<file path="config.mk">
export PLATFORM = sky130hd
export DESIGN_NAME = tbi_front
export DESIGN_NICKNAME = d
export VERILOG_FILES = /design/src/hw/rtl/tbi_pkg.sv /design/src/hw/rtl/tbi_front.sv
export VERILOG_INCLUDE_DIRS = /design/src /design/src/hw/rtl
export SDC_FILE = /design/constraint.sdc
export NUM_CORES = 1
export LEC_CHECK = 0
export BUFFER_PORTS_ARGS = -buffer_cell sky130_fd_sc_hd__buf_2
export CORE_AREA = 2 2 39 41
export DETAILED_ROUTE_END_ITERATION = 6
export DIE_AREA = 0 0 41 43
export SYNTH_ARGS = -nofsm -noshare
export SYNTH_HDL_FRONTEND = slang
export SYNTH_SLANG_ARGS = --single-unit
</file>
<file path="constraint.sdc">
create_clock -name vclk -period 2
set_input_delay 0.4 -clock vclk [all_inputs]
set_output_delay 0.4 -clock vclk [all_outputs]
set_load 0.005 [all_outputs]
</file>
<file path="src/hw/rtl/assert_macros.svh">
// assertion macros shared by the rtl modules
`ifndef ASSERT_MACROS_SVH
`define ASSERT_MACROS_SVH
`ifndef SYNTHESIS
`define ASSERT_P(lbl, prop, msg) \
  lbl: assert property (@(posedge clk) disable iff (!rst_n) (prop)) else $error(msg);
`define ASSERT_NEVER(lbl, cond, msg) \
  lbl: assert property (@(posedge clk) disable iff (!rst_n) !(cond)) else $error(msg);
`else
`define ASSERT_P(lbl, prop, msg)
`define ASSERT_NEVER(lbl, cond, msg)
`endif
`endif

</file>
<file path="src/hw/rtl/tbi_pkg.sv">
// types, constants and the sine table of the turtle branch interpreter
`timescale 1ns / 1ps
`default_nettype none
package tbi_pkg;

  localparam int STACK_DEPTH  = 64;
  localparam int HEADING_BITS = 12;

  localparam int HEAD_W       = HEADING_BITS;
  localparam int HEAD_QUARTER = 1 << (HEADING_BITS - 2);
  localparam int HEAD_HALF    = 1 << (HEADING_BITS - 1);
  localparam int ROM_N        = HEAD_QUARTER + 1;
  localparam int ROM_AW       = HEADING_BITS - 1;

  localparam int SP_W   = $clog2(STACK_DEPTH + 1);
  localparam int ADDR_W = $clog2(STACK_DEPTH);

  localparam int STEP_W    = 26;
  localparam int TURN_W    = 12;
  localparam int COORD_W   = 16;
  localparam int POS_W     = 32;
  localparam int FRAC_W    = 16;
  localparam int TRIG_W    = 16;
  localparam int TRIG_FRAC = 15;
  localparam int PROD_W    = STEP_W + 1 + TRIG_W;
  localparam int DELTA_W   = PROD_W - TRIG_FRAC;
  localparam int CFG_W     = 26;
  localparam int SYM_W     = 8;
  localparam int KIND_W    = 2;

  localparam int QDEPTH = 4;
  localparam int QPTR_W = $clog2(QDEPTH);
  localparam int QCNT_W = $clog2(QDEPTH + 1);

  localparam logic [63:0] PI_Q60 = 64'h3243F6A8885A308D;

  localparam logic [SYM_W-1:0] SYM_FWD   = 8'h46;  // F
  localparam logic [SYM_W-1:0] SYM_PUSH  = 8'h5B;  // [
  localparam logic [SYM_W-1:0] SYM_POP   = 8'h5D;  // ]
  localparam logic [SYM_W-1:0] SYM_LEFT  = 8'h2B;  // +
  localparam logic [SYM_W-1:0] SYM_RIGHT = 8'h2D;  // -

  typedef enum logic [1:0] {
    CFG_STEP    = 2'd0,
    CFG_TURN    = 2'd1,
    CFG_START_X = 2'd2,
    CFG_START_Y = 2'd3
  } cfg_idx_t;

  typedef enum logic [KIND_W-1:0] {
    KIND_LINE = 2'd0,
    KIND_MOVE = 2'd1,
    KIND_OVF  = 2'd2,
    KIND_UNF  = 2'd3
  } kind_t;

  // command passed through the queue
  typedef enum logic [2:0] {
    OP_BEGIN = 3'd0,
    OP_FWD   = 3'd1,
    OP_PUSH  = 3'd2,
    OP_POP   = 3'd3,
    OP_LEFT  = 3'd4,
    OP_RIGHT = 3'd5
  } op_t;

  // resolved action flowing down the back pipeline
  typedef enum logic [2:0] {
    EX_NONE  = 3'd0,
    EX_LINE  = 3'd1,
    EX_BEGIN = 3'd2,
    EX_PUSH  = 3'd3,
    EX_POP   = 3'd4,
    EX_OVF   = 3'd5,
    EX_UNF   = 3'd6
  } ex_t;

  typedef struct packed {
    logic [STEP_W-1:0]         step_length;
    logic [TURN_W-1:0]         turn_angle;
    logic signed [COORD_W-1:0] start_x;
    logic signed [COORD_W-1:0] start_y;
  } cfg_t;

  typedef struct packed {
    logic              neg;
    logic [ROM_AW-1:0] idx;
  } rom_sel_t;

  typedef logic signed [TRIG_W-1:0] rom_arr_t [ROM_N];

  // (a*b) >> 60
  function automatic logic [63:0] mul_q60(input logic [63:0] a, input logic [63:0] b);
    logic [127:0] p;
    p = {64'd0, a} * {64'd0, b};
    return p[123:60];
  endfunction

  // quarter wave of round(32767*sin), taylor series in q60
  function automatic rom_arr_t build_sine_rom();
    rom_arr_t    rom;
    logic [63:0] x;
    logic [63:0] t;
    logic [63:0] s;
    logic        sub;
    int          n;
    for (int k = 0; k < ROM_N; k++) begin
      x = (PI_Q60 / 64'(HEAD_HALF)) * 64'(k)
        + ((PI_Q60 % 64'(HEAD_HALF)) * 64'(k)) / 64'(HEAD_HALF);
      t = x;
      s = x;
      sub = 1'b1;
      for (n = 3; n <= 27; n += 2) begin
        t = mul_q60(mul_q60(t, x), x) / 64'((n - 1) * n);
        s = sub ? s - t : s + t;
        sub = !sub;
      end
      rom[k] = TRIG_W'(((s >> 20) * 64'd32767 + (64'd1 << 39)) >> 40);
    end
    return rom;
  endfunction

  localparam rom_arr_t SINE_ROM = build_sine_rom();

  // fold a heading onto the quarter-wave table
  function automatic rom_sel_t rom_sel(input logic [HEAD_W-1:0] h);
    rom_sel_t          r;
    logic [HEAD_W-1:0] q;
    r.neg = h[HEAD_W-1];
    q = {1'b0, h[HEAD_W-2:0]};
    if (q > HEAD_W'(HEAD_QUARTER)) begin
      q = HEAD_W'(HEAD_HALF) - q;
    end
    r.idx = q[ROM_AW-1:0];
    return r;
  endfunction

  // floor(pos + 0.5), low bits
  function automatic logic [COORD_W-1:0] round_pos(input logic [POS_W-1:0] p);
    return p[POS_W-1:FRAC_W] + COORD_W'(p[FRAC_W-1]);
  endfunction

endpackage
`default_nettype wire

</file>
<file path="src/hw/rtl/tbi_front.sv">
// front end: accepts beats, decodes symbols, drops the ones with no effect
`timescale 1ns / 1ps
`default_nettype none
module tbi_front import tbi_pkg::*; (
  input  logic             clk,
  input  logic             rst_n,
  input  logic             in_tvalid,
  output logic             in_tready,
  input  logic [SYM_W-1:0] in_tdata,   // symbol
  input  logic             in_tuser,   // begin_req
  input  logic             q_ready,
  output logic             q_push,
  output op_t              q_op
);

  logic keep;
  logic acc_seen_r;

  always_comb begin
    keep = 1'b1;
    q_op = OP_BEGIN;
    if (in_tuser) begin
      q_op = OP_BEGIN;
    end else begin
      unique case (in_tdata)
        SYM_FWD:   q_op = OP_FWD;
        SYM_PUSH:  q_op = OP_PUSH;
        SYM_POP:   q_op = OP_POP;
        SYM_LEFT:  q_op = OP_LEFT;
        SYM_RIGHT: q_op = OP_RIGHT;
        default:   keep = 1'b0;
      endcase
    end
  end

  assign in_tready = q_ready;
  assign q_push    = in_tvalid && q_ready && keep;

  // tracks that something was accepted since reset, used by the check below
  always_ff @(posedge clk) begin
    if (!rst_n) begin
      acc_seen_r <= 1'b0;
    end else if (in_tvalid && in_tready) begin
      acc_seen_r <= 1'b1;
    end
  end

  `include "assert_macros.svh"
  `ASSERT_NEVER(a_push_no_accept, q_push && !(in_tvalid && in_tready), "push without accept")
  `ASSERT_P(a_seen_sticky, acc_seen_r |=> acc_seen_r, "accept flag dropped")

endmodule
`default_nettype wire

</file>
==> results of run 1 <==
-- where the power goes --
group / leakage (nW) / total [mW] / internal [mW] / switching (mW)
sequential: 0 / 0 / 0 / 0
clock: 0 / 0 / 0 / 0
combinational: 0.123 / 0.0334 / 0.0190 / 0.0144
-- routing by layer --
metal	share of wire [%]	GRT usage, %
met4	0	0
met5	0	0
met2	65	12.8
met3	5.1	0
met1	30	4.43
-- synth_stat cells --
| master | n | area (um2) |
|---|---|---|
| nand2_1 | 3 | 11.3 |
| nor3b_1 | 3 | 22.5 |
| o211ai_1 | 2 | 15.0 |
| a21oi_1 | 1 | 5.00 |
| and2_0 | 1 | 6.26 |
| and3b_1 | 1 | 8.76 |
| and3b_2 | 1 | 10.0 |
| buf_4 | 1 | 7.51 |
| inv_1 | 1 | 3.75 |
| nand2b_1 | 1 | 6.26 |
| o2111ai_1 | 1 | 8.76 |
| or4_1 | 1 | 7.51 |
| or4b_1 | 1 | 10.0 |
| xor2_1 | 1 | 8.76 |
-- cell type report --
class	count	area [um2]
inverter	1	3.75
timing repair buffer	18	101
multi-input combinational	17	131
fill	163	1130
tap	16	20.0
-- through the flow --
stage	util (%)	std cells
2_1_floorplan	-	19
3_3_place_gp	17.3	52
3_5_place_dp	17.3	52
4_1_cts	18.3	52
5_1_grt	18.5	52
6_report	18.5	52
-- critical path: stages --
cell and delay (ps):
buf_6 90, or4b_4 510, or4_4 430, o211ai_1 160
buf_2 130
-- cell families after synthesis --
| logic type | count (synthesis) | synth area share, % |
|---|---|---|
| AO/OA/AOI/OAI | 4 | 21.9 |
| XOR/XNOR | 1 | 6.67 |
| buffers and inverters | 2 | 8.57 |
| AND/OR/NAND/NOR | 12 | 62.9 |
-- how the worst max path moves through the flow --
stage	from	to	slack, ps
global route	in_tdata[3]	q_push	-180
finish	in_tdata[3]	q_push	-130
floorplan	in_tdata[3]	q_push	80
detailed placement	in_tdata[3]	q_push	-160
global placement	in_tdata[3]	q_push	-160
CTS	in_tdata[3]	q_push	-130
-- timing repair --
item                       4_1_cts  5_1_grt
cloned                           0        0
pin swaps                        2        1
resized for setup                3        1
hold buffers                     0        0
setup endpoints to repair        2        2
==> results_dict.tcl, run 1 <==
set metrics [dict create \
    status "finished, violations left" \
    violations "setup timing" \
    drt_iter0_drc 2 \
    viasPerCell 4.00 \
    die_h_um 43 \
    crit_arrival_ps 1730 \
    cellPowerDensity_mw_per_mm2 130 \
    drv_slew 0 \
    syn_area_um2 131 \
    nClkBuffers 0 \
    critical_path.max_fanout 2 \
    final_hold_viol_count 0 \
    grt_pass1_wl_um 731 \
    final_cell_mix "15 x buf_2, 3 x nand2_1, 3 x nor3b_1, 2 x o211ai_1, 2 x buf_4" \
    drc_errors 0 \
    worst_slack_ps -129 \
    postCtsSetupBuffers 0 \
    synth_cells 19 \
    grt_max_degree 5 \
    ios 18 \
    p_total_mw 0.0334 \
    maxSlewHeadroom_pct 78.0 \
    worstHoldStart "q_ready" \
    vias 208 \
    ant_nets 0 \
    die_w_um 41 \
    start_util_pct 9.49 \
    yosys_warnings 0 \
    holdPathEnd "in_tready" \
    p_leak_nw 0.123 \
    worst_setup_path_start_kind "primary input" \
    synth_nets 32 \
    ys_seq_area_share_pct 0 \
    grt_remaining_overflow 0 \
    dp_slack_ps -157 \
    wl_per_cell_um 8.71 \
    maxCapViolations 0 \
    hold-worst-slack_ps 976 \
    worst_pin_slew_ps 329 \
    critical_path_class "in -> out" \
    ys_types 14 \
    grtUsageTotal_pct 5.49 \
    syn_area_per_cell_um2 6.91 \
    peakVddDrop_uv 15.3 \
    final_area_um2 256 \
    grt_pass1_vias 192 \
    hp-class "in -> out" \
    fin_nets 51 \
    n_antenna_cell 0 \
    drive_gt1_share_pct 61.1 \
    firstDrtPassIters 2 \
    routed_wl_um 453 \
    syn2layout_area_growth_pct 95.2 \
    row_count 14 \
    antenna_found_initial 0 \
    gp_congestion 0.482 \
    setup_violations 2 \
    core-area_mm2 0.00138 \
    finalSetupTns_ps -192 \
    fp.dieArea_mm2 0.00176 \
    min_period_over_period_pct 106 \
    dpl_cell_area_um2 239 \
    grt_setup_unrepaired "true" \
    hold_depth 2 \
    final_common_cell "buf_2" \
    fmax_mhz 470 \
    n_sequential_cell 0 \
    layout.area.seq_um2 0 \
    cp.required_ps 1600 \
    fin_crit_ps 2130 \
    portBuffers 16 \
    endpoint_kind "primary output" \
]
(Power assumes the default switching activity.)
==> run 2: changes to the inputs <==
- ABC_AREA: not set -> 1
==> run 2 against run 1 <==
  * The flow now finishes without violations
  * Non-clock buffer count shrank 2
  * Via count rose by 22%
  * Worst setup slack improved by 620 ps
  * Final area rose by 3.9%
  * Core utilization up 0.72 points
  * Wire length is 5.3% lower
  * Sequential share of layout area did not move
  * Synthesized cell count rose by 95%
  * Combinational power increased by 3%
==> results_dict.tcl, run 2 <==
set metrics [dict create \
    crit_buf_inv 4 \
    final_hold_viol_count 0 \
    fmax_mhz 661 \
    gp_congestion 0.635 \
    ys_types 13 \
    syn_area_um2 174 \
    grt_setup_unrepaired "false" \
    drive_gt1_share_pct 48.1 \
    firstDrtPassIters 1 \
    peakVddDrop_uv 31.5 \
    cts_resized 0 \
    start_util_pct 12.6 \
    grt_pass1_wl_um 634 \
    wl_per_cell_um 6.31 \
    final_cell_mix "16 x buf_2, 8 x inv_1, 8 x nand2_1, 5 x nor2_1" \
    grtUsageTotal_pct 4.80 \
    hold_depth 2 \
    endpoint_kind "primary output" \
    viasPerCell 3.72 \
    fin_nets 67 \
    crit_arrival_ps 1110 \
    worst_setup_path_start_kind "primary input" \
    critical_path_class "in -> out" \
    syn_area_per_cell_um2 4.70 \
    maxCapViolations 0 \
    p_leak_nw 0.183 \
    synth_nets 50 \
    yosys_warnings 0 \
    cpLargestDelayFamily "simple AND/OR/NAND/NOR gates" \
    ios 18 \
    hold_buffers 0 \
    grt_pass1_vias 200 \
    cellPowerDensity_mw_per_mm2 129 \
    final_common_cell "buf_2" \
    antenna_found_initial 0 \
    multiInputGateArea_um2 125 \
    core-area_mm2 0.00138 \
    synth_cells 37 \
    drt_iter0_drc 0 \
    dp_hpwl_um 414 \
    fp.dieArea_mm2 0.00176 \
    cp_cell_sequence "buf_2 > nand2_1 > clkinv_1 > nand2_2 > nand2_2 > o21ai_2 > nand3_1 > nand2_1 > inv_1 > buf_2" \
    fillers 173 \
    syn2layout_area_growth_pct 53.2 \
    fin_crit_ps 1510 \
    nClkBuffers 0 \
    die_h_um 43 \
    cpMaxStageDelayCell "buf_2" \
    hp-class "in -> out" \
    vias 253 \
    grt_remaining_overflow 0 \
    finalSetupTns_ps 0 \
    cp_slowest_stage_delay_ps 110 \
    row_count 14 \
    synth.area.top_cells "inv_1 17%, nand2_1 17%, nand2_2 11%, nor2_1 11%, nor2_2 11%" \
    ant_nets 0 \
    synth_top_area_share_pct 17.3 \
    cp.required_ps 1600 \
    holdPathEnd "in_tready" \
    drv_slew 0 \
    n_antenna_cell 0 \
    postCtsSetupBuffers 0 \
    drc_errors 0 \
    maxSlewHeadroom_pct 89.8 \
    ys_seq_area_share_pct 0 \
    setup_violations 0 \
    portBuffers 16 \
    routed_wl_um 429 \
    status "completed" \
    worstHoldStart "q_ready" \
    grt_max_degree 5 \
    n_sequential_cell 0 \
    die_w_um 41 \
    synth_common_cells "8 x inv_1, 8 x nand2_1, 5 x nor2_1" \
    layout.area.seq_um2 0 \
    yosysTopAreaCell "inv_1" \
    critical_path.max_fanout 3 \
    min_period_over_period_pct 75.6 \
    worst_pin_slew_ps 153 \
    p_total_mw 0.0344 \
]
## run 2: cell families after synthesis
family                 after synthesis  synth area share, %
AOI/OAI and AO/OA                    3                 12.2
and+or+nand+nor                     22                 59.7
buffers and inverters               12                 28.1
## run 2: how the worst max path moves through the flow
| stage | start | to | depth (start not counted) | slack [ps] |
|---|---|---|---|---|
| after global placement | in_tdata[0] | q_push | 10 | 500 |
| after floorplan | in_tdata[2] | q_op[0] | 5 | 730 |
| after global routing | in_tdata[0] | q_push | 10 | 400 |
| after detailed placement | in_tdata[7] | q_op[0] | 7 | 480 |
| after CTS | in_tdata[0] | q_push | 10 | 480 |
| final | in_tdata[0] | q_push | 10 | 490 |
## run 2: report_power, final
| part | internal [mW] | switching [mW] |
|---|---|---|
| Combinational | 0.0157 | 0.0187 |
| Sequential | 0 | 0 |
| Clock | 0 | 0 |
## run 2: per-stage QoR
stage	worst slack (ps)	util, %	std cells	cell area [um2]	hold slack, ps
global placement	496	19.3	68	267	980
floorplan	733	-	37	174	828
detailed placement	478	19.3	68	267	982
CTS	477	19.3	68	267	982
finish	488	19.3	68	267	979
global route	404	19.3	68	267	1010
## run 2: routing by layer
metal	vias up	share of wire [%]	GRT usage, %
met5	-	0	0
met4	0	0	0
met2	7	57	11.3
li1	137	-	-
met3	0	8.9	0
met1	109	34	3.80
## run 2: area by class of cell
class | count | area share, %
tap | 16 | 7.51
multi-input combinational | 25 | 46.9
timing repair buffer | 16 | 30.0
inverter | 11 | 15.5
==> run 3: changes to the inputs <==
- clock period: 2 -> 1.3 ns (I/O delays scaled with it)
==> run 3 against run 2 <==
  * Die area stayed put
  * Final area is 4.7% higher
  * Core utilization is 0.90 points higher
  * Power is 68% higher
  * Global-route usage stayed put
  * First-iteration DRC count stayed put
  * Non-clock buffer count stayed put
  * Critical path type unchanged
  * Critical endpoint is now q_op[0]
  * Largest cell class unchanged
==> results_dict.tcl, run 3 (same netlist as run 2, synthesis figures left out) <==
set metrics [dict create \
    critical_path_class "in -> out" \
    grt_max_degree 5 \
    final_common_cell "buf_2" \
    peakVddDrop_uv 55.1 \
    hold_depth 2 \
    critical_path.max_fanout 3 \
    syn2layout_area_growth_pct 60.4 \
    status "completed" \
    crit_arrival_ps 960 \
    fin_crit_ps 1220 \
    row_count 14 \
    cp_slowest_stage_delay_ps 150 \
    cpLargestDelayFamily "buffers and inverters" \
    n_sequential_cell 0 \
    worst_slack_ps 75.7 \
    internal_power_mw 0.0262 \
    layout.area.seq_um2 0 \
    grt_setup_unrepaired "false" \
    core-area_mm2 0.00138 \
    die_w_um 41 \
    grt_remaining_overflow 0 \
    setup_violations 0 \
    cellPowerDensity_mw_per_mm2 207 \
    drt_iter0_drc 0 \
    holdPathEnd "in_tready" \
    ant_nets 0 \
    final_hold_viol_count 0 \
    worst_pin_slew_ps 148 \
    drc_errors 0 \
    maxSlewHeadroom_pct 90.2 \
    finalSetupTns_ps 0 \
    dpl_cell_area_um2 267 \
    vias 253 \
    final_area_um2 279 \
    drive_gt1_share_pct 57.7 \
    n_antenna_cell 0 \
    p_leak_nw 0.187 \
    hp-class "in -> out" \
    hold-worst-slack_ps 699 \
    grt_pass1_wl_um 634 \
    netSwitchingPower_mw 0.0316 \
    final_cell_mix "15 x buf_2, 6 x nand2_1, 6 x inv_1" \
    endpoint_kind "primary output" \
    min_period_over_period_pct 94.2 \
    die_h_um 43 \
    grtUsageTotal_pct 4.80 \
    fillers 171 \
    fmax_mhz 817 \
    worstHoldStart "q_ready" \
    dp_slack_ps 58.3 \
    grt_pass1_vias 200 \
    portBuffers 16 \
    cp.required_ps 1040 \
    cpMaxStageDelayCell "nor2_2" \
    nClkBuffers 0 \
    cp_cell_sequence "buf_4 > inv_2 > nand2_2 > nor2_2 > o21bai_1 > a21oi_1 > buf_2" \
    maxCapViolations 0 \
    antenna_found_initial 0 \
    drv_slew 0 \
    start_util_pct 12.6 \
    clkPwrFrac_pct 0 \
    ios 18 \
    firstDrtPassIters 1 \
    netSwitchingFraction_pct 54.7 \
    wl_per_cell_um 6.18 \
    fin_nets 67 \
    power_frac_comb_pct 100.0 \
    routed_wl_um 420 \
    crit_buf_inv 3 \
    postCtsSetupBuffers 0 \
    dp_hpwl_um 414 \
    gp_congestion 0.635 \
    sequentialPowerShare_pct 0 \
    worst_setup_path_start_kind "primary input" \
    fp.dieArea_mm2 0.00176 \
    viasPerCell 3.72 \
]
[run 3: cell types whose count changed in the layout (fill, tap and decap cells not counted), sizes merged]
cell	delta
clkinv	-1
inv	+1
[run 3: how the worst max path moves through the flow]
stage                start      end  slack [ps]  cells past startpoint
3_3_place_gp   in_tdata[0]   q_push          80                     10
3_5_place_dp   in_tdata[7]  q_op[0]          60                      7
6_report       in_tdata[5]  q_op[0]          80                      7
5_1_grt        in_tdata[2]   q_push           8                      9
2_1_floorplan  in_tdata[2]  q_op[0]         310                      5
4_1_cts        in_tdata[0]   q_push          60                     10
[run 3: stage by stage]
step,cells,total power [mW],utilization (%)
2_1_floorplan,37,0.0276,-
3_3_place_gp,68,0.0516,19.3
3_5_place_dp,68,0.0532,19.3
4_1_cts,68,0.0535,19.3
5_1_grt,68,0.0654,20.2
6_report,68,0.0578,20.2
[run 3: final cells by class]
| cell class | count | area [um2] | area share [%] |
|---|---|---|---|
| inverter | 11 | 41.3 | 14.8 |
| multi-input combinational | 25 | 135 | 48.4 |
| tap | 16 | 20.0 | 7.17 |
| timing repair buffer | 16 | 82.6 | 29.6 |
[run 3: per-layer routing]
layer	track usage (%)	wire (um)	part of all wire, %
met3	0	38	9.0
met2	11.3	245	58
met1	3.80	136	32
met4	0	0	0
met5	0	0	0
[run 3: what timing repair did]
action                     4_1_cts  5_1_grt
gates resized for setup          0        7
hold buffers                     0        0
setup endpoints to repair        0        1
[run 3: power by group through the flow]
stage	combinational [mW]	sequential, mW	clock (mW)
2_1_floorplan	0.0276	0	0
3_3_place_gp	0.0516	0	0
3_5_place_dp	0.0532	0	0
4_1_cts	0.0535	0	0
5_1_grt	0.0654	0	0
6_report	0.0578	0	0
