==> src/hw/rtl/assert_macros.svh <==
// assertion macros shared by the rtl modules
`ifndef ASSERT_MACROS_SVH
`define ASSERT_MACROS_SVH
`ifndef SYNTHESIS
`define ASSERT_P(lbl, prop, msg) \
  lbl: assert property (@(posedge clk) disable iff (!rst_n) (prop)) else $error(msg);
`define ASSERT_NEVER(lbl, cond, msg) \
  lbl: assert property (@(posedge clk) disable iff (!rst_n) !(cond)) else $error(msg);
`else
`define ASSERT_P(lbl, prop, msg)
`define ASSERT_NEVER(lbl, cond, msg)
`endif
`endif

==> src/hw/rtl/tbi_pkg.sv <==
// types, constants and the sine table of the turtle branch interpreter
`timescale 1ns / 1ps
`default_nettype none
package tbi_pkg;

  localparam int STACK_DEPTH  = 64;
  localparam int HEADING_BITS = 12;

  localparam int HEAD_W       = HEADING_BITS;
  localparam int HEAD_QUARTER = 1 << (HEADING_BITS - 2);
  localparam int HEAD_HALF    = 1 << (HEADING_BITS - 1);
  localparam int ROM_N        = HEAD_QUARTER + 1;
  localparam int ROM_AW       = HEADING_BITS - 1;

  localparam int SP_W   = $clog2(STACK_DEPTH + 1);
  localparam int ADDR_W = $clog2(STACK_DEPTH);

  localparam int STEP_W    = 26;
  localparam int TURN_W    = 12;
  localparam int COORD_W   = 16;
  localparam int POS_W     = 32;
  localparam int FRAC_W    = 16;
  localparam int TRIG_W    = 16;
  localparam int TRIG_FRAC = 15;
  localparam int PROD_W    = STEP_W + 1 + TRIG_W;
  localparam int DELTA_W   = PROD_W - TRIG_FRAC;
  localparam int CFG_W     = 26;
  localparam int SYM_W     = 8;
  localparam int KIND_W    = 2;

  localparam int QDEPTH = 4;
  localparam int QPTR_W = $clog2(QDEPTH);
  localparam int QCNT_W = $clog2(QDEPTH + 1);

  localparam logic [63:0] PI_Q60 = 64'h3243F6A8885A308D;

  localparam logic [SYM_W-1:0] SYM_FWD   = 8'h46;  // F
  localparam logic [SYM_W-1:0] SYM_PUSH  = 8'h5B;  // [
  localparam logic [SYM_W-1:0] SYM_POP   = 8'h5D;  // ]
  localparam logic [SYM_W-1:0] SYM_LEFT  = 8'h2B;  // +
  localparam logic [SYM_W-1:0] SYM_RIGHT = 8'h2D;  // -

  typedef enum logic [1:0] {
    CFG_STEP    = 2'd0,
    CFG_TURN    = 2'd1,
    CFG_START_X = 2'd2,
    CFG_START_Y = 2'd3
  } cfg_idx_t;

  typedef enum logic [KIND_W-1:0] {
    KIND_LINE = 2'd0,
    KIND_MOVE = 2'd1,
    KIND_OVF  = 2'd2,
    KIND_UNF  = 2'd3
  } kind_t;

  // command passed through the queue
  typedef enum logic [2:0] {
    OP_BEGIN = 3'd0,
    OP_FWD   = 3'd1,
    OP_PUSH  = 3'd2,
    OP_POP   = 3'd3,
    OP_LEFT  = 3'd4,
    OP_RIGHT = 3'd5
  } op_t;

  // resolved action flowing down the back pipeline
  typedef enum logic [2:0] {
    EX_NONE  = 3'd0,
    EX_LINE  = 3'd1,
    EX_BEGIN = 3'd2,
    EX_PUSH  = 3'd3,
    EX_POP   = 3'd4,
    EX_OVF   = 3'd5,
    EX_UNF   = 3'd6
  } ex_t;

  typedef struct packed {
    logic [STEP_W-1:0]         step_length;
    logic [TURN_W-1:0]         turn_angle;
    logic signed [COORD_W-1:0] start_x;
    logic signed [COORD_W-1:0] start_y;
  } cfg_t;

  typedef struct packed {
    logic              neg;
    logic [ROM_AW-1:0] idx;
  } rom_sel_t;

  typedef logic signed [TRIG_W-1:0] rom_arr_t [ROM_N];

  // (a*b) >> 60
  function automatic logic [63:0] mul_q60(input logic [63:0] a, input logic [63:0] b);
    logic [127:0] p;
    p = {64'd0, a} * {64'd0, b};
    return p[123:60];
  endfunction

  // quarter wave of round(32767*sin), taylor series in q60
  function automatic rom_arr_t build_sine_rom();
    rom_arr_t    rom;
    logic [63:0] x;
    logic [63:0] t;
    logic [63:0] s;
    logic        sub;
    int          n;
    for (int k = 0; k < ROM_N; k++) begin
      x = (PI_Q60 / 64'(HEAD_HALF)) * 64'(k)
        + ((PI_Q60 % 64'(HEAD_HALF)) * 64'(k)) / 64'(HEAD_HALF);
      t = x;
      s = x;
      sub = 1'b1;
      for (n = 3; n <= 27; n += 2) begin
        t = mul_q60(mul_q60(t, x), x) / 64'((n - 1) * n);
        s = sub ? s - t : s + t;
        sub = !sub;
      end
      rom[k] = TRIG_W'(((s >> 20) * 64'd32767 + (64'd1 << 39)) >> 40);
    end
    return rom;
  endfunction

  localparam rom_arr_t SINE_ROM = build_sine_rom();

  // fold a heading onto the quarter-wave table
  function automatic rom_sel_t rom_sel(input logic [HEAD_W-1:0] h);
    rom_sel_t          r;
    logic [HEAD_W-1:0] q;
    r.neg = h[HEAD_W-1];
    q = {1'b0, h[HEAD_W-2:0]};
    if (q > HEAD_W'(HEAD_QUARTER)) begin
      q = HEAD_W'(HEAD_HALF) - q;
    end
    r.idx = q[ROM_AW-1:0];
    return r;
  endfunction

  // floor(pos + 0.5), low bits
  function automatic logic [COORD_W-1:0] round_pos(input logic [POS_W-1:0] p);
    return p[POS_W-1:FRAC_W] + COORD_W'(p[FRAC_W-1]);
  endfunction

endpackage
`default_nettype wire

==> src/hw/rtl/tbi_queue.sv <==
// short command queue between front and back
`timescale 1ns / 1ps
`default_nettype none
`include "assert_macros.svh"
module tbi_queue import tbi_pkg::*; (
  input  logic clk,
  input  logic rst_n,
  input  logic push,
  input  op_t  push_op,
  output logic push_ready,
  output logic pop_valid,
  output op_t  pop_op,
  input  logic pop_take
);

  op_t               ent_r [QDEPTH];
  logic [QPTR_W-1:0] wr_ptr_r;
  logic [QPTR_W-1:0] rd_ptr_r;
  logic [QCNT_W-1:0] cnt_r;
  logic [QCNT_W-1:0] cnt_nxt;
  logic              do_push;
  logic              do_pop;

  assign push_ready = cnt_r != QCNT_W'(QDEPTH);
  assign pop_valid  = cnt_r != '0;
  assign pop_op     = ent_r[rd_ptr_r];
  assign do_push    = push && push_ready;
  assign do_pop     = pop_take && pop_valid;

  always_comb begin
    cnt_nxt = cnt_r;
    if (do_push && !do_pop) begin
      cnt_nxt = cnt_r + 1'b1;
    end else if (do_pop && !do_push) begin
      cnt_nxt = cnt_r - 1'b1;
    end
  end

  always_ff @(posedge clk) begin
    if (!rst_n) begin
      wr_ptr_r <= '0;
      rd_ptr_r <= '0;
      cnt_r    <= '0;
    end else begin
      cnt_r <= cnt_nxt;
      if (do_push) begin
        wr_ptr_r <= wr_ptr_r + 1'b1;
      end
      if (do_pop) begin
        rd_ptr_r <= rd_ptr_r + 1'b1;
      end
    end
  end

  always_ff @(posedge clk) begin
    if (do_push) begin
      ent_r[wr_ptr_r] <= push_op;
    end
  end

  `ASSERT_NEVER(a_cnt_range, cnt_r > QCNT_W'(QDEPTH), "queue count beyond depth")

endmodule
`default_nettype wire

==> config.mk <==
export PLATFORM = sky130hd
export DESIGN_NAME = tbi_queue
export DESIGN_NICKNAME = d
export VERILOG_FILES = /design/src/hw/rtl/tbi_pkg.sv /design/src/hw/rtl/tbi_queue.sv
export VERILOG_INCLUDE_DIRS = /design/src /design/src/hw/rtl
export SDC_FILE = /design/constraint.sdc
export NUM_CORES = 1
export LEC_CHECK = 0
export ABC_AREA = 0
export BUFFER_PORTS_ARGS = -buffer_cell sky130_fd_sc_hd__buf_4
export CAP_MARGIN = 20
export CORE_MARGIN = 2
export CORE_UTILIZATION = 44
export CTS_BUF_LIST = sky130_fd_sc_hd__clkbuf_4 sky130_fd_sc_hd__clkbuf_8
export DETAILED_ROUTE_END_ITERATION = 10
export MAX_ROUTING_LAYER = met4
export PLACE_DENSITY_LB_ADDON = 0.2
export SKIP_CTS_REPAIR_TIMING = 1
export SYNTH_ARGS = -nofsm -noshare
export SYNTH_HDL_FRONTEND = slang
export SYNTH_SLANG_ARGS = --single-unit
==> constraint.sdc <==
create_clock -name clk -period 2.46 [get_ports clk]
set_clock_uncertainty 0.15 [all_clocks]
set_input_delay 0 -clock clk [delete_from_list [all_inputs] [get_ports clk]]
set_output_delay 0 -clock clk [all_outputs]
set_load 0.005 [all_outputs]
==> results.json, run 1 <==
{
  "timing.critical_path.cells": "nor2_2, a21boi_2, ha_1, inv_1, fa_1, xor2_1, or3_1, a21boi_0",
  "hpwl_um": 1020,
  "regToRegSetupSlack_ps": 230,
  "gr-usage-all-layers_pct": 12.7,
  "fp.dieH_um": 49.9,
  "timing.max_cap.violations": 0,
  "antenna-diode-count": 0,
  "detail_route.first_pass.iterations": 3,
  "violations": "negative hold slack",
  "cts_inserted_buffers": 3,
  "synth_top_area_share_pct": 38.9,
  "grt_first_pass_wirelength_um": 2280,
  "clockRootBuffer": "clkbuf_4",
  "number_of_enable_type_register_cells_in_the_synthesized_netlist": 12,
  "antenna_found_initial": 0,
  "synth_seq_cells": 21,
  "nets": 96,
  "flow.area_growth_from_synthesis_pct": 20.5,
  "ctsLongestPathBuffers": 2,
  "numPortBuffers": 11,
  "hold_path.startpoint": "pop_take",
  "yosys.cell_count.top_type": "edfxtp_1",
  "floorplan.core_area_mm2": 0.00198,
  "timing.rr.start": "cnt_r[0]",
  "worst_ir_drop_vdd_mv": 0.713,
  "finalHoldViolCount": 1,
  "worstRegToRegCells": 8,
  "async_flop_share_pct": 0,
  "dominantRegCellSynth": "edfxtp_1",
  "p_leak_uw": 0.000426,
  "synth_fp_nets": 76,
  "ant_nets": 0,
  "maxSlewHeadroom_pct": 77.7,
  "tritoncts_num_sinks": 21,
  "cell_type_with_the_largest_total_area_after_synthesis": "edfxtp_1",
  "worst_min_delay_path_category": "input port to flop",
  "totalWireLength_um": 1320,
  "regArea_um2": 541,
  "synth_common_cells": "edfxtp_1 (12), dfxtp_1 (9), and2_1 (8)",
  "tightestPinTransition_ps": 335,
  "num_rows": 16,
  "criticalPathCategory": "flop to flop",
  "post-layout-total-power_uw": 1010,
  "post_synth_inst_count": 63,
  "dr.first_iter.drc_count": 3,
  "timing.critical_path.max_delay_family": "adder cells",
  "io_pins": 12,
  "gr-total-overflow": 0,
  "power_per_cell_area_mw_per_mm2": 906,
  "crit_buf_inv": 1,
  "cp-start-kind": "flop",
  "average_vias_per_placed_instance": 4.70,
  "mappedNetlistArea_um2": 927,
  "clk_transition_reported_paths_ps": 110,
  "fp.dieArea_mm2": 0.00249,
  "num_vias": 512,
  "reg2reg_to": "cnt_r[2]",
  "cts_tree": "done",
  "outcome": "finished, violations left",
  "yosys_warns": 0,
  "endpoint_kind": "flop",
  "drv_slew": 0,
  "post_syn_area_per_cell_um2": 14.7,
  "final.period_utilization_pct": 90.6,
  "report.final.setup_viol": 0,
  "grt_start_max_net_pins": 12,
  "max_freq_ghz": 0.448,
  "shortest_clock_period_the_worst_path_allows_after_layout_ps": 2230,
  "htree_levels": 1,
  "setup_total_negative_slack_ps": 0,
  "gp_congestion": 0.654,
  "hold_path_depth": 4,
  "post_route_cells_drive_above_1_share_pct": 29.3,
  "multi_input_comb_area_um2": 372,
  "worst_path_largest_cell_delay_ps": 530,
  "routedWlPerCell_um": 12.1,
  "worst-endpoint-required_ps": 2540,
  "fill_cells": 178,
  "worst-endpoint-arrival_ps": 2310,
  "via_count_of_the_first_global_routing_pass": 505,
  "holdWs_ps": -0.239,
  "synth.yosys.seq_area_share_pct": 58.3,
  "clk-insertion-delay-late_ps": 290,
  "drc_violations_left": 0,
  "critical_path.slowest_cell": "dfxtp_1",
  "synth_cell_type_count": 21,
  "start_util_pct": 46.8,
  "fp.dieW_um": 49.9,
  "netlist_top_cells_area": "edfxtp_1 (39%), dfxtp_1 (19%), mux4_2 (7.3%), ha_1 (6.7%), and2_1 (5.4%)",
  "grt_setup_unrepaired": "no",
  "timing.critical_path.fanout_max": 6
}
-- worst max path at each step --
stage,startpoint,end,slack (ps),cells past startpoint
after global placement,cnt_r[0],cnt_r[2],280,8
after detailed placement,cnt_r[0],cnt_r[2],230,8
after CTS,cnt_r[0],cnt_r[2],210,8
after global routing,cnt_r[0],cnt_r[2],60,8
after floorplan,cnt_r[0],cnt_r[2],220,8
final,cnt_r[0],cnt_r[2],230,8
-- metrics by stage --
step / area (um^2) / setup slack [ps] / cells / util [%]
after floorplan: 927 / 219 / 63 / -
after global placement: 1050 / 277 / 101 / 52.8
after detailed placement: 1050 / 232 / 101 / 52.8
after global routing: 1120 / 59.4 / 109 / 56.4
final: 1120 / 230 / 109 / 56.4
after CTS: 1080 / 207 / 105 / 54.4
-- report_power, final --
part	total (uW)	switching [uW]	internal [uW]
registers	514	75.0	439
clock network	170	95.6	74.0
logic	329	126	203
-- kinds of logic (layout without fill, tap and decap cells) --
family	after synthesis	in the layout	synth area share [%]
fa+ha+maj	6	6	8.91
buf+inv	4	23	1.62
compound gates	5	5	6.61
flops	21	21	58.3
mux	6	6	10.5
xor+xnor	4	4	3.78
simple gates	17	17	10.3
-- worst reg2reg max path, stage by stage (launching register included) --
cell and delay [ps]:
dfxtp_1 530, nor2_2 80, a21boi_2 170, ha_1 190, inv_1 60, fa_1 370, xor2_1 150, or3_1 300
a21boi_0 150
-- registers in the layout, indices dropped and copies added, names as in the netlist, named ones only --
signal and cells:
ent_r 12, cnt_r 3, rd_ptr_r 2, wr_ptr_r 2
-- per-layer routing --
metal / up-vias / share of wire, % / wire length, um / global-route usage [%]
met5: - / 0 / 0 / -
met4: 0 / 0.61 / 8 / 5.56
met3: 2 / 2.3 / 31 / 2.73
met2: 7 / 51 / 674 / 20.4
met1: 243 / 46 / 605 / 15.4
li1: 260 / - / - / -
-- area by class of cell --
cell class	count	area share [%]
well taps	27	3.02
flip-flops and latches	21	48.4
clock buffers	4	2.69
multi-input cells	38	33.3
repair buffers	16	11.6
inverters	3	1.01
-- cell usage in the layout, fill, tap and decap left out --
| cell | Yosys | layout |
|---|---|---|
| a21boi_0 | 1 | 1 |
| a21boi_2 | 1 | 1 |
| and2_1 | 8 | 8 |
| buf_4 | 0 | 12 |
| clkbuf_4 | 0 | 4 |
| dfxtp_1 | 9 | 9 |
| dlygate4sd3_1 | 0 | 4 |
| edfxtp_1 | 12 | 12 |
| fa_1 | 1 | 1 |
| ha_1 | 5 | 5 |
| inv_1 | 3 | 3 |
| mux2i_1 | 3 | 3 |
| mux4_2 | 3 | 3 |
| nand2_1 | 5 | 5 |
| nor2_2 | 1 | 1 |
| nor2b_1 | 1 | 1 |
| o21ai_0 | 1 | 1 |
| o311ai_2 | 1 | 1 |
| o31ai_4 | 1 | 1 |
| or3_1 | 1 | 1 |
| or3_2 | 1 | 1 |
| xnor2_1 | 3 | 3 |
| xor2_1 | 1 | 1 |
(Power assumes the default switching activity.)
==> run 2: changes to the inputs <==
--- a/config.mk
+++ b/config.mk
@@ -14,8 +14,9 @@
 export CTS_BUF_LIST = sky130_fd_sc_hd__clkbuf_4 sky130_fd_sc_hd__clkbuf_8
 export DETAILED_ROUTE_END_ITERATION = 10
 export MAX_ROUTING_LAYER = met4
-export PLACE_DENSITY_LB_ADDON = 0.2
+export PLACE_DENSITY = 0.64
 export SKIP_CTS_REPAIR_TIMING = 1
 export SYNTH_ARGS = -nofsm -noshare
 export SYNTH_HDL_FRONTEND = slang
 export SYNTH_SLANG_ARGS = --single-unit
+export TNS_END_PERCENT = 100
==> run 2 against run 1 <==
- the run still ends with negative hold slack left
- cell area rose by 0.67%
- wire length rose by 3.2%
- sequential share of layout area fell by 0.32 points
- final cell count rose by 0.92%
- maximum frequency fell by 4.7%
- first-iteration DRC count fell by 33%
- global-route usage barely moved
- non-clock buffer count rose by 1
- die area did not move
- via count rose by 1.2%
- hold slack got worse by 3.3 ps
==> results.json, run 2 (same netlist as run 1, synthesis figures left out) <==
{
  "p_leak_uw": 0.000431,
  "clk_transition_reported_paths_ps": 110,
  "flow.area_growth_from_synthesis_pct": 21.3,
  "worst-endpoint-arrival_ps": 2400,
  "max_flop_register": "ent_r",
  "grt_first_pass_wirelength_um": 2240,
  "route.met3.wl_um": 50,
  "fp.dieArea_mm2": 0.00249,
  "power_per_cell_area_mw_per_mm2": 913,
  "cts_tree": "done",
  "gp_congestion": 0.687,
  "placed_area_mm2": 0.00105,
  "regToRegSetupSlack_ps": 120,
  "detail_route.first_pass.iterations": 2,
  "fp.dieW_um": 49.9,
  "gr-usage-all-layers_pct": 12.7,
  "reg2reg_to": "cnt_r[2]",
  "layout.cells.most_common": "buf_4",
  "criticalPathCategory": "flop to flop",
  "ant_nets": 0,
  "via_count_of_the_first_global_routing_pass": 493,
  "timing.rr.start": "cnt_r[0]",
  "total_length_of_routed_met2_wires_um": 637,
  "finalHoldViolCount": 1,
  "totalWireLength_um": 1360,
  "layout_common_cells": "buf_4 (13), edfxtp_1 (12), dfxtp_1 (9)",
  "dr.first_iter.drc_count": 2,
  "worst_min_delay_path_category": "input port to flop",
  "routedWlPerCell_um": 12.4,
  "layoutNonFillerInstCount": 110,
  "average_vias_per_placed_instance": 4.71,
  "grt_setup_unrepaired": "no",
  "clockRootBuffer": "clkbuf_4",
  "antenna_found_initial": 0,
  "floorplan.core_area_mm2": 0.00198,
  "violations": "negative hold slack",
  "number_of_flip_flops_under_the_largest_register_name": 12,
  "largest_registers": "ent_r (12), cnt_r (3)",
  "shortest_clock_period_the_worst_path_allows_after_layout_ps": 2340,
  "timing.critical_path.fanout_max": 6,
  "start_util_pct": 46.8,
  "ctsLongestPathBuffers": 2,
  "num_rows": 16,
  "num_vias": 518,
  "hpwl_um": 1050,
  "worst_ir_drop_vdd_mv": 0.510,
  "tightestPinTransition_ps": 375,
  "clk-insertion-delay-late_ps": 290,
  "cp-start-kind": "flop",
  "finalInstanceArea_mm2": 0.00112,
  "report.final.setup_viol": 0,
  "routed.top_layer": "met4",
  "fp.dieH_um": 49.9,
  "holdWs_ps": -3.58,
  "outcome": "finished, violations left",
  "endpoint_kind": "flop",
  "tritoncts_num_sinks": 21,
  "drc_violations_left": 0,
  "cts_inserted_buffers": 3,
  "fill_cells": 175,
  "nets": 97,
  "post-layout-total-power_uw": 1030,
  "critical_path.endpoint": "cnt_r[2]",
  "final.period_utilization_pct": 95.2,
  "htree_levels": 1,
  "worst-endpoint-required_ps": 2520,
  "max_freq_ghz": 0.427,
  "io_pins": 12,
  "regArea_um2": 541,
  "timing.max_cap.violations": 0,
  "met1Wirelength_um": 640,
  "setup_total_negative_slack_ps": 0,
  "drv_slew": 0,
  "dp_cells": 102,
  "grt_start_max_net_pins": 12,
  "antenna-diode-count": 0,
  "worstRegToRegCells": 8,
  "post_route_cells_drive_above_1_share_pct": 30.1,
  "maxSlewHeadroom_pct": 75.0,
  "multi_input_comb_area_um2": 372,
  "critical_path_launch_point": "cnt_r[0]",
  "gr-total-overflow": 0,
  "numPortBuffers": 11
}
run 2: cell type report:
type                    count  share of cell area [%]
inverters                   3                    1.00
clock buffers               4                    2.67
multi-input cells          38                    33.0
flip-flops and latches     21                    48.1
repair buffers             17                    12.2
well taps                  27                    3.00
run 2: metrics by stage:
step | utilization [%] | worst slack (ps)
after detailed placement | 53.2 | 149
final | 56.8 | 119
after global routing | 56.8 | 18.3
after CTS | 54.7 | 130
after global placement | 53.2 | 283
after floorplan | - | 219
run 2: worst min path at each step:
stage	from	to	slack, ps	depth (start not counted)
floorplan	push_op[0]	ent_r[0][0]	-50	0
global placement	push_op[1]	ent_r[0][1]	50	1
detailed placement	push_op[1]	ent_r[0][1]	60	1
CTS	push_op[1]	ent_r[1][1]	-250	1
global route	pop_take	flop	1	4
finish	pop_take	flop	-4	4
run 2: layer usage:
metal	global-route usage, %	up-vias
li1	-	261
met1	15.0	244
met2	19.6	9
met3	3.03	4
met4	7.87	0
met5	-	-
run 2: power breakdown:
part	total, uW	switching (uW)	internal [uW]
Clock	166	92.1	74.0
Sequential	510	71.4	439
Combinational	350	139	211
run 2: critical path: stages, from the launching register on:
cell	delay, ps
dfxtp_1	560
nor2_2	80
a21boi_2	170
ha_1	190
inv_1	60
fa_1	370
xor2_1	160
or3_1	310
a21boi_0	210
==> run 3: changes to the inputs <==
--- a/config.mk
+++ b/config.mk
@@ -15,8 +15,9 @@
 export DETAILED_ROUTE_END_ITERATION = 10
 export MAX_ROUTING_LAYER = met4
 export PLACE_DENSITY = 0.64
+export SETUP_SLACK_MARGIN = 0.15
 export SKIP_CTS_REPAIR_TIMING = 1
 export SYNTH_ARGS = -nofsm -noshare
 export SYNTH_HDL_FRONTEND = slang
 export SYNTH_SLANG_ARGS = --single-unit
-export TNS_END_PERCENT = 100
+export TNS_END_PERCENT = 10
==> run 3 against run 2 <==
- the flow still finishes with violations (negative hold slack)
- non-clock buffer count stayed put
- sequential share of layout area up 0.12 points
- core utilization rose by 0.13 points
- wire length stayed put
- critical path depth is 1 lower
- power rose by 0.32%
- via count did not move
- setup slack better by 120 ps
- clock power about the same
- critical path type unchanged
- critical endpoint unchanged
==> results.json, run 3 (same netlist as run 1, synthesis figures left out) <==
{
  "largest_registers": "ent_r (12), cnt_r (3)",
  "shortest_clock_period_the_worst_path_allows_after_layout_ps": 2220,
  "report.final.setup_viol": 0,
  "globalRoute.busiestLayer": "met2",
  "timing.rr.start": "cnt_r[1]",
  "fp.dieArea_mm2": 0.00249,
  "io_pins": 12,
  "layoutNonFillerInstCount": 110,
  "number_of_flip_flops_under_the_largest_register_name": 12,
  "critical_path.endpoint": "cnt_r[2]",
  "tritoncts_num_sinks": 21,
  "reg2reg_to": "cnt_r[2]",
  "finalHoldViolCount": 1,
  "cts_tree": "done",
  "ant_nets": 0,
  "layout.cells.most_common": "buf_4",
  "drc_violations_left": 0,
  "numPortBuffers": 11,
  "start_util_pct": 46.8,
  "ctsLongestPathBuffers": 2,
  "regToRegSetupSlack_ps": 240,
  "timing.critical_path.cells": "o31ai_4, ha_1, inv_1, fa_1, xor2_1, or3_1, a21boi_0",
  "dp_cells": 102,
  "criticalPathCategory": "flop to flop",
  "max_flop_register": "ent_r",
  "via_count_of_the_first_global_routing_pass": 493,
  "cp-start-kind": "flop",
  "clk-insertion-delay-late_ps": 290,
  "critical_path_launch_point": "cnt_r[1]",
  "global_route_met2_usage_pct": 19.6,
  "fill_cells": 176,
  "worst-endpoint-required_ps": 2520,
  "fp.dieH_um": 49.9,
  "timing.max_cap.violations": 0,
  "average_vias_per_placed_instance": 4.71,
  "worst_ir_drop_vdd_mv": 0.518,
  "detail_route.first_pass.iterations": 2,
  "grt_util_met3_pct": 3.03,
  "tightestPinTransition_ps": 254,
  "num_rows": 16,
  "maxSlewHeadroom_pct": 83.1,
  "num_vias": 518,
  "critical_path.slowest_cell": "dfxtp_2",
  "hpwl_um": 1050,
  "htree_levels": 1,
  "utilization_pct": 56.9,
  "routedWlPerCell_um": 12.4,
  "grt_first_pass_wirelength_um": 2240,
  "cp_num_cells": 7,
  "dr.first_iter.drc_count": 2,
  "flow.area_growth_from_synthesis_pct": 21.6,
  "gp_congestion": 0.687,
  "gr-total-overflow": 0,
  "final.period_utilization_pct": 90.3,
  "clk_transition_reported_paths_ps": 110,
  "grt_start_max_net_pins": 12,
  "violations": "negative hold slack",
  "worst_min_delay_path_category": "input port to flop",
  "drv_slew": 0,
  "grtUsageMet1_pct": 15.0,
  "power_per_cell_area_mw_per_mm2": 913,
  "worst-endpoint-arrival_ps": 2280,
  "worstRegToRegCells": 7,
  "grt_setup_unrepaired": "no",
  "layout_common_cells": "buf_4 (13), edfxtp_1 (12), and2_1 (8)",
  "max_freq_ghz": 0.450,
  "nets": 97,
  "holdWs_ps": -3.58,
  "hold_path.startpoint": "pop_take",
  "p_leak_uw": 0.000432,
  "timing.critical_path.fanout_max": 6,
  "antenna_found_initial": 0,
  "outcome": "finished, violations left",
  "worst_path_largest_cell_delay_ps": 380,
  "antenna-diode-count": 0,
  "crit_buf_inv": 1,
  "timing.critical_path.max_delay_family": "adder cells",
  "endpoint_kind": "flop",
  "clockRootBuffer": "clkbuf_4",
  "cts_inserted_buffers": 3,
  "fp.dieW_um": 49.9,
  "gr-usage-all-layers_pct": 12.7,
  "totalWireLength_um": 1360,
  "post_route_cells_drive_above_1_share_pct": 32.5,
  "setup_total_negative_slack_ps": 0,
  "floorplan.core_area_mm2": 0.00198
}
run 3: final cells by class:
class	instances	area [um^2]	share of cell area, %
repair buffers	17	138	12.2
inverters	3	11.3	0.999
flip-flops and latches	21	543	48.2
clock buffers	4	30.0	2.66
well taps	27	33.8	3.00
multi-input cells	38	372	33.0
run 3: metrics by stage:
stage	hold WS [ps]	instance area, um^2	setup slack, ps	power [uW]
after floorplan	-51.1	927	219	736
after global placement	52.7	1050	283	853
after detailed placement	62.9	1050	149	866
after CTS	-251	1080	130	1030
after global routing	1.19	1130	152	1100
final	-3.58	1130	239	1030
run 3: power by group:
part | internal [uW] | leakage [uW] | switching (uW)
sequential | 442 | 0.000185 | 71.4
clock | 74.0 | 0.0000184 | 92.1
combinational | 211 | 0.000229 | 139
run 3: worst min path at each step:
stage	end	slack, ps	cells past startpoint
floorplan	ent_r[0][0]	-50	0
global placement	ent_r[0][1]	50	1
detailed placement	ent_r[0][1]	60	1
CTS	ent_r[1][1]	-250	1
global route	flop	1	4
finish	flop	-4	4
run 3: worst min-delay path, cell delays in order:
cell,delay (ps)
buf_4,130
o31ai_4,60
xnor2_1,60
and2_1,140
run 3: metal layers:
metal | part of all wire, % | routed length, um
met1 | 47 | 640
met4 | 2.5 | 34
met5 | 0 | 0
met3 | 3.7 | 50
met2 | 47 | 637
